**src/rtl/cvt_pkg.sv**
```systemverilog
// Shared types, constants and saturation helpers for the constant-velocity tracker.
// Used by cvt_div, cvt_ctrl, cvt_datapath and the top level.
`default_nettype none

package cvt_pkg;

  // Fixed-point layout
  localparam int COV_FRAC   = 24;
  localparam int NUM_AXES   = 3;
  localparam int AXIS_W     = 2;
  localparam int MUL_W      = 34;
  localparam int PROD_W     = 2 * MUL_W;
  localparam int PSH_W      = PROD_W - COV_FRAC;
  localparam int DIV_STEPS  = 64;
  localparam int DIV_CNT_W  = $clog2(DIV_STEPS + 1);

  // Configuration port
  localparam int CFG_DATA_W = 31;
  localparam int CFG_IDX_W  = 3;

  localparam logic [CFG_IDX_W-1:0] REG_FRAME_PERIOD     = 3'd0;
  localparam logic [CFG_IDX_W-1:0] REG_MAX_LOST         = 3'd1;
  localparam logic [CFG_IDX_W-1:0] REG_PROCESS_NOISE    = 3'd2;
  localparam logic [CFG_IDX_W-1:0] REG_MEASURE_NOISE    = 3'd3;
  localparam logic [CFG_IDX_W-1:0] REG_INITIAL_VARIANCE = 3'd4;

  localparam logic [24:0] RST_FRAME_PERIOD     = 25'd167772;
  localparam logic [7:0]  RST_MAX_LOST         = 8'd10;
  localparam logic [30:0] RST_PROCESS_NOISE    = 31'd167772;
  localparam logic [30:0] RST_MEASURE_NOISE    = 31'd41943;
  localparam logic [30:0] RST_INITIAL_VARIANCE = 31'd16777216;

  localparam logic [7:0] LOST_MAX = 8'd255;

  // Datapath operations issued by the controller
  localparam int OP_W = 5;
  localparam logic [OP_W-1:0] OP_NOP          = 5'd0;
  localparam logic [OP_W-1:0] OP_SEED         = 5'd1;
  localparam logic [OP_W-1:0] OP_LOST         = 5'd2;
  localparam logic [OP_W-1:0] OP_PRED_DTC     = 5'd3;
  localparam logic [OP_W-1:0] OP_PRED_DTB     = 5'd4;
  localparam logic [OP_W-1:0] OP_PRED_DTDTC   = 5'd5;
  localparam logic [OP_W-1:0] OP_PRED_COV     = 5'd6;
  localparam logic [OP_W-1:0] OP_AX_MUL_VDT   = 5'd7;
  localparam logic [OP_W-1:0] OP_AX_INNOV     = 5'd8;
  localparam logic [OP_W-1:0] OP_AX_MUL_APE   = 5'd9;
  localparam logic [OP_W-1:0] OP_AX_POS       = 5'd10;
  localparam logic [OP_W-1:0] OP_AX_VEL       = 5'd11;
  localparam logic [OP_W-1:0] OP_CV_MUL_APR   = 5'd12;
  localparam logic [OP_W-1:0] OP_CV_VARPOS    = 5'd13;
  localparam logic [OP_W-1:0] OP_CV_COV       = 5'd14;
  localparam logic [OP_W-1:0] OP_CV_VARVEL    = 5'd15;
  localparam logic [OP_W-1:0] OP_CV_HOLD      = 5'd16;
  localparam logic [OP_W-1:0] OP_DIV_START    = 5'd17;
  localparam logic [OP_W-1:0] OP_OUT_MUL_DTN  = 5'd18;
  localparam logic [OP_W-1:0] OP_OUT_DTN      = 5'd19;
  localparam logic [OP_W-1:0] OP_OUT_MUL_VDTN = 5'd20;
  localparam logic [OP_W-1:0] OP_OUT_AHEAD    = 5'd21;
  localparam logic [OP_W-1:0] OP_OUT_PUBLISH  = 5'd22;

  localparam logic signed [65:0] SAT_MAX = 66'sd2147483647;
  localparam logic signed [65:0] SAT_MIN = -SAT_MAX - 66'sd1;
  localparam logic signed [63:0] K_LIMIT = 64'sd17179869184;

  typedef struct packed {
    logic               opcode;
    logic signed [31:0] meas_x;
    logic signed [31:0] meas_y;
    logic signed [31:0] meas_z;
    logic [7:0]         lookahead_frames;
  } in_item_t;

  typedef struct packed {
    logic               tracking;
    logic signed [31:0] est_x;
    logic signed [31:0] est_y;
    logic signed [31:0] est_z;
    logic signed [31:0] ahead_x;
    logic signed [31:0] ahead_y;
    logic signed [31:0] ahead_z;
  } out_item_t;

  typedef struct packed {
    logic [OP_W-1:0]   op;
    logic [AXIS_W-1:0] axis;
    logic              load;
  } cmd_t;

  typedef struct packed {
    logic is_lost;
    logic track_valid;
    logic s_zero;
    logic div_done;
    logic out_free;
  } status_t;

  // Clamp to signed 32 bit
  function automatic logic signed [31:0] sat32(input logic signed [65:0] x);
    logic signed [31:0] r;
    if (x > SAT_MAX) begin
      r = 32'sh7FFF_FFFF;
    end else if (x < SAT_MIN) begin
      r = 32'sh8000_0000;
    end else begin
      r = x[31:0];
    end
    return r;
  endfunction

  // Clamp a variance to [0, 2^31-1]
  function automatic logic signed [31:0] satvar(input logic signed [65:0] x);
    logic signed [31:0] r;
    if (x < 66'sd0) begin
      r = 32'sd0;
    end else begin
      r = sat32(x);
    end
    return r;
  endfunction

endpackage

`default_nettype wire

```
**src/rtl/cvt_ctrl.sv**
```systemverilog
// Controller state machine that sequences the tracker datapath.
// Depends on cvt_pkg.
`default_nettype none

module cvt_ctrl (
  input  wire logic            clk,
  input  wire logic            rst,
  input  wire logic            in_valid,
  output logic                 in_ready,
  input  wire cvt_pkg::status_t status,
  output cvt_pkg::cmd_t        cmd
);
  import cvt_pkg::*;

  localparam logic [4:0] ST_IDLE = 5'd0;
  localparam logic [4:0] ST_DEC  = 5'd1;
  localparam logic [4:0] ST_P0   = 5'd2;
  localparam logic [4:0] ST_P1   = 5'd3;
  localparam logic [4:0] ST_P2   = 5'd4;
  localparam logic [4:0] ST_P3   = 5'd5;
  localparam logic [4:0] ST_X0   = 5'd6;
  localparam logic [4:0] ST_X1   = 5'd7;
  localparam logic [4:0] ST_X2   = 5'd8;
  localparam logic [4:0] ST_XD1  = 5'd9;
  localparam logic [4:0] ST_XW1  = 5'd10;
  localparam logic [4:0] ST_X4   = 5'd11;
  localparam logic [4:0] ST_XD2  = 5'd12;
  localparam logic [4:0] ST_XW2  = 5'd13;
  localparam logic [4:0] ST_X6   = 5'd14;
  localparam logic [4:0] ST_C0   = 5'd15;
  localparam logic [4:0] ST_CD1  = 5'd16;
  localparam logic [4:0] ST_CW1  = 5'd17;
  localparam logic [4:0] ST_C2   = 5'd18;
  localparam logic [4:0] ST_CD2  = 5'd19;
  localparam logic [4:0] ST_CW2  = 5'd20;
  localparam logic [4:0] ST_C4   = 5'd21;
  localparam logic [4:0] ST_CD3  = 5'd22;
  localparam logic [4:0] ST_CW3  = 5'd23;
  localparam logic [4:0] ST_C6   = 5'd24;
  localparam logic [4:0] ST_CZ   = 5'd25;
  localparam logic [4:0] ST_O0   = 5'd26;
  localparam logic [4:0] ST_O1   = 5'd27;
  localparam logic [4:0] ST_O2   = 5'd28;
  localparam logic [4:0] ST_O3   = 5'd29;
  localparam logic [4:0] ST_O4   = 5'd30;

  localparam logic [AXIS_W-1:0] LAST_AXIS = AXIS_W'(NUM_AXES - 1);

  logic [4:0]        state, state_next;
  logic [AXIS_W-1:0] axis, axis_next;

  assign in_ready = (state == ST_IDLE);

  // Next state and command decode
  always_comb begin
    state_next = state;
    axis_next  = axis;
    cmd.op     = OP_NOP;
    cmd.axis   = axis;
    cmd.load   = 1'b0;
    unique case (state)
      ST_IDLE: begin
        if (in_valid) begin
          cmd.load   = 1'b1;
          state_next = ST_DEC;
        end
      end
      ST_DEC: begin
        priority if (status.is_lost) begin
          cmd.op     = OP_LOST;
          state_next = ST_O0;
        end else if (!status.track_valid) begin
          cmd.op     = OP_SEED;
          state_next = ST_O0;
        end else begin
          state_next = ST_P0;
        end
      end
      ST_P0: begin
        cmd.op     = OP_PRED_DTC;
        state_next = ST_P1;
      end
      ST_P1: begin
        cmd.op     = OP_PRED_DTB;
        state_next = ST_P2;
      end
      ST_P2: begin
        cmd.op     = OP_PRED_DTDTC;
        state_next = ST_P3;
      end
      ST_P3: begin
        cmd.op     = OP_PRED_COV;
        axis_next  = '0;
        state_next = ST_X0;
      end
      ST_X0: begin
        cmd.op     = OP_AX_MUL_VDT;
        state_next = ST_X1;
      end
      ST_X1: begin
        cmd.op = OP_AX_INNOV;
        if (status.s_zero) begin
          if (axis == LAST_AXIS) begin
            state_next = ST_CZ;
          end else begin
            axis_next  = axis + 1'b1;
            state_next = ST_X0;
          end
        end else begin
          state_next = ST_X2;
        end
      end
      ST_X2: begin
        cmd.op     = OP_AX_MUL_APE;
        state_next = ST_XD1;
      end
      ST_XD1: begin
        cmd.op     = OP_DIV_START;
        state_next = ST_XW1;
      end
      ST_XW1: begin
        if (status.div_done) state_next = ST_X4;
      end
      ST_X4: begin
        cmd.op     = OP_AX_POS;
        state_next = ST_XD2;
      end
      ST_XD2: begin
        cmd.op     = OP_DIV_START;
        state_next = ST_XW2;
      end
      ST_XW2: begin
        if (status.div_done) state_next = ST_X6;
      end
      ST_X6: begin
        cmd.op = OP_AX_VEL;
        if (axis == LAST_AXIS) begin
          state_next = ST_C0;
        end else begin
          axis_next  = axis + 1'b1;
          state_next = ST_X0;
        end
      end
      ST_C0: begin
        cmd.op     = OP_CV_MUL_APR;
        state_next = ST_CD1;
      end
      ST_CD1: begin
        cmd.op     = OP_DIV_START;
        state_next = ST_CW1;
      end
      ST_CW1: begin
        if (status.div_done) state_next = ST_C2;
      end
      ST_C2: begin
        cmd.op     = OP_CV_VARPOS;
        state_next = ST_CD2;
      end
      ST_CD2: begin
        cmd.op     = OP_DIV_START;
        state_next = ST_CW2;
      end
      ST_CW2: begin
        if (status.div_done) state_next = ST_C4;
      end
      ST_C4: begin
        cmd.op     = OP_CV_COV;
        state_next = ST_CD3;
      end
      ST_CD3: begin
        cmd.op     = OP_DIV_START;
        state_next = ST_CW3;
      end
      ST_CW3: begin
        if (status.div_done) state_next = ST_C6;
      end
      ST_C6: begin
        cmd.op     = OP_CV_VARVEL;
        state_next = ST_O0;
      end
      ST_CZ: begin
        cmd.op     = OP_CV_HOLD;
        state_next = ST_O0;
      end
      ST_O0: begin
        cmd.op     = OP_OUT_MUL_DTN;
        state_next = ST_O1;
      end
      ST_O1: begin
        cmd.op     = OP_OUT_DTN;
        axis_next  = '0;
        state_next = ST_O2;
      end
      ST_O2: begin
        cmd.op     = OP_OUT_MUL_VDTN;
        state_next = ST_O3;
      end
      ST_O3: begin
        cmd.op = OP_OUT_AHEAD;
        if (axis == LAST_AXIS) begin
          state_next = ST_O4;
        end else begin
          axis_next  = axis + 1'b1;
          state_next = ST_O2;
        end
      end
      ST_O4: begin
        // Hold until the output register is free
        if (status.out_free) begin
          cmd.op     = OP_OUT_PUBLISH;
          state_next = ST_IDLE;
        end
      end
      default: begin
        state_next = ST_IDLE;
      end
    endcase
  end

  always_ff @(posedge clk) begin
    if (rst) begin
      state <= ST_IDLE;
      axis  <= '0;
    end else begin
      state <= state_next;
      axis  <= axis_next;
    end
  end

endmodule

`default_nettype wire

```
**config.mk**
```make
export PLATFORM = sky130hd
export DESIGN_NAME = cvt_ctrl
export DESIGN_NICKNAME = d
export VERILOG_FILES = /design/src/rtl/cvt_pkg.sv /design/src/rtl/cvt_ctrl.sv
export SDC_FILE = /design/constraint.sdc
export NUM_CORES = 1
export LEC_CHECK = 0
export ABC_AREA = 1
export ABC_CLOCK_PERIOD_IN_PS = 3400
export BUFFER_PORTS_ARGS = -buffer_cell sky130_fd_sc_hd__buf_2
export CORE_ASPECT_RATIO = 0.8
export CORE_UTILIZATION = 45
export DETAILED_ROUTE_END_ITERATION = 7
export HOLD_SLACK_MARGIN = 0.05
export PLACE_DENSITY = 0.66
export SYNTH_ARGS = -nofsm -noshare
export SYNTH_HDL_FRONTEND = slang
export SYNTH_SLANG_ARGS = --single-unit
```
**constraint.sdc**
```tcl
create_clock -name clk -period 3.4 [get_ports clk]
set_clock_uncertainty 0.05 [all_clocks]
set_input_delay 0.34 -clock clk [delete_from_list [all_inputs] [get_ports clk]]
set_output_delay 0.34 -clock clk [all_outputs]
set_load 0.02 [all_outputs]
```
=== Word-level counts from Yosys, hierarchy flattened ===
Cells that the tools add are included.

* Register bits: 7
* Input port bits: 8
* Logic and storage cells: 73

* Add/sub/neg operators: 1
* Equal/unequal tests: 39
* Mux-type cells: 23
* Reduce and logical (&&, ||, !) cells: 8

{| class="wikitable"
|+ Operators by type and width
! cell !! count
|-
| 5-bit one-hot mux with 30 select lines || 1
|-
| 5-bit one-hot mux with 21 select lines || 1
|-
| 5-bit equality test (second input constant) || 15
|-
| 5-bit two-way mux || 12
|-
| 5-bit by 4-bit equality test with 1-bit output (second input constant) || 8
|-
| 5-bit by 3-bit equality test with 1-bit output (second input constant) || 4
|-
| 2-bit != test (second input constant) || 8
|-
| 5-bit by 2-bit equality test with 1-bit output (second input constant) || 2
|-
| 2-bit two-way mux || 4
|-
| 7-bit AND reduction || 1
|-
| 2-bit one-hot mux with 3 select lines || 1
|-
| 2-bit OR reduction || 3
|-
| 5-bit by 1-bit equality test with 1-bit output (second input constant) || 1
|-
| 5-bit logical NOT || 1
|-
| 5-bit OR reduction || 1
|-
| 4-bit two-way mux || 1
|-
| 1-bit two-way mux || 3
|-
| 3-bit nonzero test || 1
|-
| 2-bit by 1-bit adder with 2-bit output (second input constant) || 1
|-
| 2-bit equality test (second input constant) || 1
|-
| 2-bit AND reduction || 1
|}

=== Longest topological paths before layout ===
Gate-level depths: netlist (run 1).

* Depth after elaboration: 4
* Mapped depth: 11
* Mapped depth without buffers: 10

=== Least setup slack after synthesis (run 1) ===
Ideal clock, no wire load.

* Path type: flip-flop to output port
* From: register state[2]
* To: output cmd[3] (netlist bit)
* Arrival: 1352 ps
* Data required time: 3010 ps
* Setup slack: 1658 ps
* Cell stages (with the launch flop): 10
* Cell sequence: dfxtp_1 > inv_1 > nor2_2 > buf_6 > nand2_1 > nand2_1 > nand2_1 > inv_1 > nor3b_1 > o2111ai_1

{| class="wikitable"
|+ RTL lines
! element !! RTL line !! source
|-
| start: declaration || cvt_ctrl.sv:49 || <nowiki>logic [4:0] state, state_next;</nowiki>
|-
| start signal: assignment || cvt_ctrl.sv:225 || <nowiki>state <= state_next;</nowiki>
|-
| end: declaration || cvt_ctrl.sv:11 || <nowiki>output cvt_pkg::cmd_t cmd</nowiki>
|}

==> run_results.csv, run 1 <==
group,metric,value,unit
floorplan,std_cell_rows,15,
sta,rsz0062_at_grt,"no",
yosys,synth_cells,202,
yosys,synthTopCellsByArea,"nand2_1 21%, dfxtp_1 13%, nand3_1 9.9%, nor2_1 9.5%, inv_1 6.4%",
grt,grt-ovfl-total,0,
layout,final_nets,228,
sta,hold_violations,0,
clock_tree,ctsHoldBuffers,0,
layout,num_antenna_cells,0,
yosys,yosys.area.top_type,"nand2_1",
drt,drc,1,
clock_tree,cts_tree,"done",
layout,nFillCells,248,
power_and_ir_drop,ir_worst_vdd,0.673,mV
floorplan,dieArea,2670,µm²
floorplan,die-height,46.4,µm
grt,grt_usage,0.264,
place,place_hpwl,2640,µm
drt,highest_layer,"met3",
worst_setup_path,reg2reg_slack,1.36,ns
drt,first_pass_iters,7,
drt,met1_length,1440,µm
drt,drtIter0Drc,120,
sta,post-route-period-util,0.739,
power_and_ir_drop,power.total,0.000930,W
clock_tree,clkTransAtPathRegs,0.05,ns
drt,post_drt_wl_per_cell,13.1,µm
min_path,hp-class,"in -> reg",
yosys,postSynth.asyncResetShare,0,
grt,grt_max_degree,12,
floorplan,num_io_pins,17,
run_status,failed_checks,"DRC",
yosys,synth_top_area_share,0.210,
floorplan,start_util,0.496,
yosys,avgSynthCellArea,5.49,µm²
grt,grt_pass1_vias,1191,
drt,vias,1400,
yosys,ys_warn_count,0,
place,globalplace.congestion,0.978,
drt,wl_met2,1390,µm
worst_setup_path,cp_data_arrival_time,2.12,ns
clock_tree,cts_buffers,3,
worst_setup_path,path_class,"reg -> out",
layout,area_delta_synth_final,8.92,%
clock_tree,clockRootBuffer,"clkbuf_4",
layout,final_common_cell,"nand2_1",
place,portBuffers,16,
floorplan,die_w,57.5,µm
sta,drv_slew,0,
sta,setup_tns,0,ns
drt,antenna_left,0,
drt,avgViaCountPerCell,5.76,
drt,met3_wirelength,348,µm
yosys,netlist_area,1110,µm²
layout,drive_gt1_frac,0.202,
worst_setup_path,end_kind,"output port",
sta,fmax,398,MHz
clock_tree,cts_buffer_depth,2,
clock_tree,cts_setup_buffers,0,
yosys,postSynthRegisterBits,7,
job,drv_cap,0,
power_and_ir_drop,p_per_area,770,nW/µm²
yosys,synth-edff-count,0,
place,placed_area,1180,µm²
yosys,yosysSeqAreaShare,0.126,
sta,setup_viol,0,
layout,mostFrequentLayoutCells,"62 x nand2_1, 28 x nor2_1, 22 x nand3_1",
clock_tree,htreeDepth,1,
sta,fin_crit,2.51,ns
sta,worst_pin_slew,0.551,ns
drt,wl,3170,µm
power_and_ir_drop,leakage,0.667,nW
worst_setup_path,worstPathRequired,3.01,ns
clock_tree,clkLatencyLatePin,0.25,ns
grt,grt_pass1_wl,5260,µm
worst_setup_path,crit_path_start_kind,"register",
yosys,synth_nets,211,
clock_tree,clkSinkCount,7,
yosys,synth_cell_types,31,
floorplan,core,2230,µm²
run_status,status,"complete, but fails checks",
clock_tree,cts-resized-gates,0,
sta,relSlewSlack,0.632,
grt,antenna_found_initial,0,
layout,stdcell_area,1210,µm²
yosys,synth_ff_type,"dfxtp_1",
worst_setup_path,critPathMaxFanout,11,
[path summary, 6_finish.rpt]
kind	from	endpoint	cells after the start
setup / recovery	state[4]	cmd[4]	5
hold / removal	rst	state[0]	2
setup reg to reg	state[4]	state[4]	8
hold reg to reg	axis[0]	axis[0]	2
[state kept, by name (all words and copies together), names as in the netlist]
register,cells
state,5
axis,2
[cell type report]
| class | count | area, µm² | share of cell area |
|---|---|---|---|
| inverters | 25 | 93.8 | 0.0777 |
| well taps | 25 | 31.3 | 0.0259 |
| flip-flops and latches | 7 | 140 | 0.116 |
| clock buffers | 4 | 26.3 | 0.0218 |
| multi-input cells | 165 | 828 | 0.686 |
| repair buffers | 17 | 87.6 | 0.0725 |
[worst max-delay path, cell delays in order, from the launching register on]
cell	delay [ns]
dfxtp_1	0.57
clkinv_1	0.36
nor4_1	0.55
nor3_1	0.10
o211ai_1	0.10
buf_2	0.19
[cells in the mapped netlist, types with 2 or more instances]
master and number:
dfxtp_1 7, buf_6 3, nand2_1 62, nor2_2 4, inv_2 5, nor3_1 5, o21ai_0 3, nor2_1 28
nor4_1 2, nand4_1 9, nor2_4 4, nand3_1 22, inv_1 19, nand3_2 3, a21oi_1 8, nand2_2 3
[metal layers]
metal	GRT usage	vias up
li1	-	702
met1	0.375	620
met2	0.433	78
met3	0.0590	0
met4	0	0
met5	0	-
[report_power, final]
part,leakage (nW),internal [W],total (W),switching (W)
Combinational,0.595,0.000217,0.000688,0.000472
Clock,0.0150,0.0000447,0.0000735,0.0000288
Sequential,0.0571,0.000107,0.000168,0.0000608
[cells by family after synthesis]
| logic type | synth area share |
|---|---|
| and+or+nand+nor | 0.635 |
| buffers and inverters | 0.126 |
| AOI/OAI and AO/OA | 0.100 |
| DFF | 0.126 |
| adders and majority gates | 0.0113 |
[through the flow]
| stage | std cells | utilization | worst slack [ns] | hold slack (ns) |
|---|---|---|---|---|
| 2_1_floorplan | 202 | - | 1.66 | 0.359 |
| 3_3_place_gp | 239 | 0.529 | 1.23 | 0.438 |
| 3_5_place_dp | 239 | 0.529 | 1.19 | 0.472 |
| 4_1_cts | 243 | 0.541 | 0.913 | 0.271 |
| 5_1_grt | 243 | 0.541 | 0.707 | 0.270 |
| 6_report | 243 | 0.541 | 0.889 | 0.275 |
(Power assumes the default switching activity.)
==> inputs of run 2 (changes only) <==
--- a/config.mk
+++ b/config.mk
@@ -6,13 +6,13 @@
 export NUM_CORES = 1
 export LEC_CHECK = 0
 export ABC_AREA = 1
-export ABC_CLOCK_PERIOD_IN_PS = 3400
+export ABC_CLOCK_PERIOD_IN_PS = 2200
 export BUFFER_PORTS_ARGS = -buffer_cell sky130_fd_sc_hd__buf_2
 export CORE_ASPECT_RATIO = 0.8
 export CORE_UTILIZATION = 45
 export DETAILED_ROUTE_END_ITERATION = 7
 export HOLD_SLACK_MARGIN = 0.05
-export PLACE_DENSITY = 0.66
+export PLACE_DENSITY = 0.68
 export SYNTH_ARGS = -nofsm -noshare
 export SYNTH_HDL_FRONTEND = slang
 export SYNTH_SLANG_ARGS = --single-unit
==> constraint.sdc (replaced) <==
create_clock -name clk -period 2.2 [get_ports clk]
set_clock_uncertainty 0.05 [all_clocks]
set_input_delay 0.22 -clock clk [delete_from_list [all_inputs] [get_ports clk]]
set_output_delay 0.22 -clock clk [all_outputs]
set_load 0.02 [all_outputs]
==> run 2 against run 1 <==
Compared with the run above: critical path type unchanged; first-iteration DRC count increased by 4.2%; global-route usage shrank 0.97 points; setup slack worse by 0.79 ns; sequential cell count unchanged; the run still ends with DRC left; wire length grew 1.3%.
==> run_results.csv, run 2 (same netlist as run 1, synthesis figures left out) <==
group,metric,value,unit
worst_setup_path,crit_path_start_kind,"register",
worst_setup_path,reg2reg_slack,0.41,ns
drt,antenna_left,0,
sta,fmax,475,MHz
worst_setup_path,cp_common_cell,"inv_1",
grt,grt_max_degree,20,
grt,grt_pass1_wl,5170,µm
drt,vias,1369,
place,portBuffers,16,
layout,num_antenna_cells,0,
floorplan,dieArea,2670,µm²
clock_tree,cts_buffers,3,
job,drv_cap,0,
power_and_ir_drop,p_per_area,1190,nW/µm²
layout,mostFrequentLayoutCells,"62 x nand2_1, 27 x nor2_1, 22 x nand3_1",
drt,post_drt_wl_per_cell,13.2,µm
drt,drc,1,
worst_setup_path,r2r-end,"axis[0]",
grt,met3_usage,0.104,
sta,fin_crit,2.10,ns
place,globalplace.congestion,0.990,
worst_setup_path,r2r_cells,10,
drt,drtIter0Drc,125,
worst_setup_path,path_class,"reg -> out",
worst_setup_path,slowest_stage,"dfxtp_1",
worst_setup_path,cp.depth,7,
clock_tree,cts_setup_buffers,0,
power_and_ir_drop,power.total,0.00146,W
run_status,status,"complete, but fails checks",
run_status,failed_checks,"DRC",
grt,antenna_found_initial,0,
layout,largest_register,"state",
clock_tree,clkSinkCount,7,
min_path,hp-class,"in -> reg",
layout,reg_top3,"state: 5 flops, axis: 2 flops",
clock_tree,htreeDepth,1,
layout,drive_gt1_frac,0.224,
worst_setup_path,critPathMaxFanout,6,
grt,grt-ovfl-total,0,
layout,largest_register_ff_count,5,
sta,hold_violations,0,
clock_tree,cts_buffer_depth,2,
grt,use_met1,0.309,
grt,grt_usage,0.254,
worst_setup_path,critical-path-top-delay-family,"simple AND/OR/NAND/NOR gates",
worst_setup_path,end_kind,"output port",
floorplan,num_io_pins,17,
sta,drv_slew,0,
grt,grt_pass1_vias,1208,
clock_tree,clockRootBuffer,"clkbuf_4",
drt,first_pass_iters,8,
floorplan,die-height,46.4,µm
power_and_ir_drop,ir_worst_vdd,0.499,mV
worst_setup_path,crit_buf_inv,3,
sta,rsz0062_at_grt,"no",
layout,final_common_cell,"nand2_1",
worst_setup_path,cpPeakStageDelay,0.47,ns
sta,post-route-period-util,0.956,
sta,setup_tns,0,ns
sta,setup_viol,0,
power_and_ir_drop,leakage,0.676,nW
worst_setup_path,timing.rr.start,"state[2]",
worst_setup_path,crit_start,"state[3]",
floorplan,std_cell_rows,15,
drt,wl,3210,µm
clock_tree,clkLatencyLatePin,0.24,ns
worst_setup_path,worstSetupEndpoint,"cmd[3]",
worst_setup_path,cp_data_arrival_time,1.83,ns
drt,avgViaCountPerCell,5.61,
grt,busiest_layer,"met2",
clock_tree,cts_tree,"done",
layout,area_delta_synth_final,10.9,%
floorplan,die_w,57.5,µm
grt,use_met2,0.426,
worst_setup_path,cp_cell_sequence,"inv_1 > nor2_2 > nand2_1 > nor3_1 > inv_1 > o2111ai_1 > buf_2",
place,place_hpwl,2560,µm
clock_tree,clkTransAtPathRegs,0.05,ns
floorplan,start_util,0.496,
sta,relSlewSlack,0.653,
layout,final_nets,229,
sta,worst_pin_slew,0.516,ns
worst_setup_path,worstPathRequired,1.93,ns
floorplan,core,2230,µm²
==> run 2: cell count changes in the layout (fill, tap and decap cells not counted) <==
cell / change
nor3b_1: -1
buf_4: +1
dfxtp_2: +2
nor2_4: +1
nor3b_2: +1
dfxtp_1: -2
nor2_1: -1
==> run 2: cell type report <==
class / count / area [µm²]
fill: 241 / 1000
multi-input combinational: 165 / 841
sequential: 7 / 143
timing repair buffer: 18 / 95.1
inverter: 25 / 93.8
tap: 25 / 31.3
clock buffer: 4 / 26.3
==> run 2: worst register-to-register path, stage by stage (launching register included) <==
cell,delay [ns]
dfxtp_1,0.43
inv_1,0.13
nor2_4,0.24
buf_4,0.19
nand2_2,0.07
o21ai_2,0.18
inv_1,0.09
nand4_2,0.11
nand3_1,0.10
nand2_1,0.06
nor2_1,0.04
==> run 2: per-layer routing <==
layer | vias to the layer above | part of all wire | wire (µm)
li1 | 699 | - | -
met1 | 586 | 0.44 | 1400
met2 | 78 | 0.44 | 1420
met3 | 6 | 0.11 | 349
met4 | 0 | 0.014 | 46
met5 | - | 0 | 0
==> run 2: repair_timing <==
action / CTS / global route
setup endpoints to repair: 0 / 4
hold endpoints to repair: 0 / 0
hold buffers: 0 / 0
gates resized for setup: 0 / 5
==> run 2: power breakdown <==
group          switching (W)  internal [W]  leakage (nW)
Clock              0.0000436     0.0000689        0.0150
Combinational       0.000767      0.000345         0.603
Sequential         0.0000687      0.000168        0.0577
Total               0.000879      0.000582         0.676
==> run 2: worst min-delay path by stage <==
| stage | to | cells after the start | startpoint |
|---|---|---|---|
| detailed placement | state[2] | 2 | rst |
| finish | state[1] | 2 | rst |
| global placement | state[3] | 2 | rst |
| global route | state[1] | 2 | rst |
| floorplan | state[0] | 1 | rst |
| CTS | state[1] | 2 | rst |
==> run 2: through the flow <==
step / worst slack, ns / instances / utilization / instance area [µm²] / hold WS (ns)
final: 0.0967 / 244 / 0.551 / 1230 / 0.165
after global routing: 0.00952 / 244 / 0.551 / 1230 / 0.169
after CTS: 0.0582 / 244 / 0.544 / 1210 / 0.162
after detailed placement: 0.315 / 240 / 0.532 / 1190 / 0.419
after global placement: 0.320 / 240 / 0.532 / 1190 / 0.411
after floorplan: 0.578 / 202 / - / 1110 / 0.239
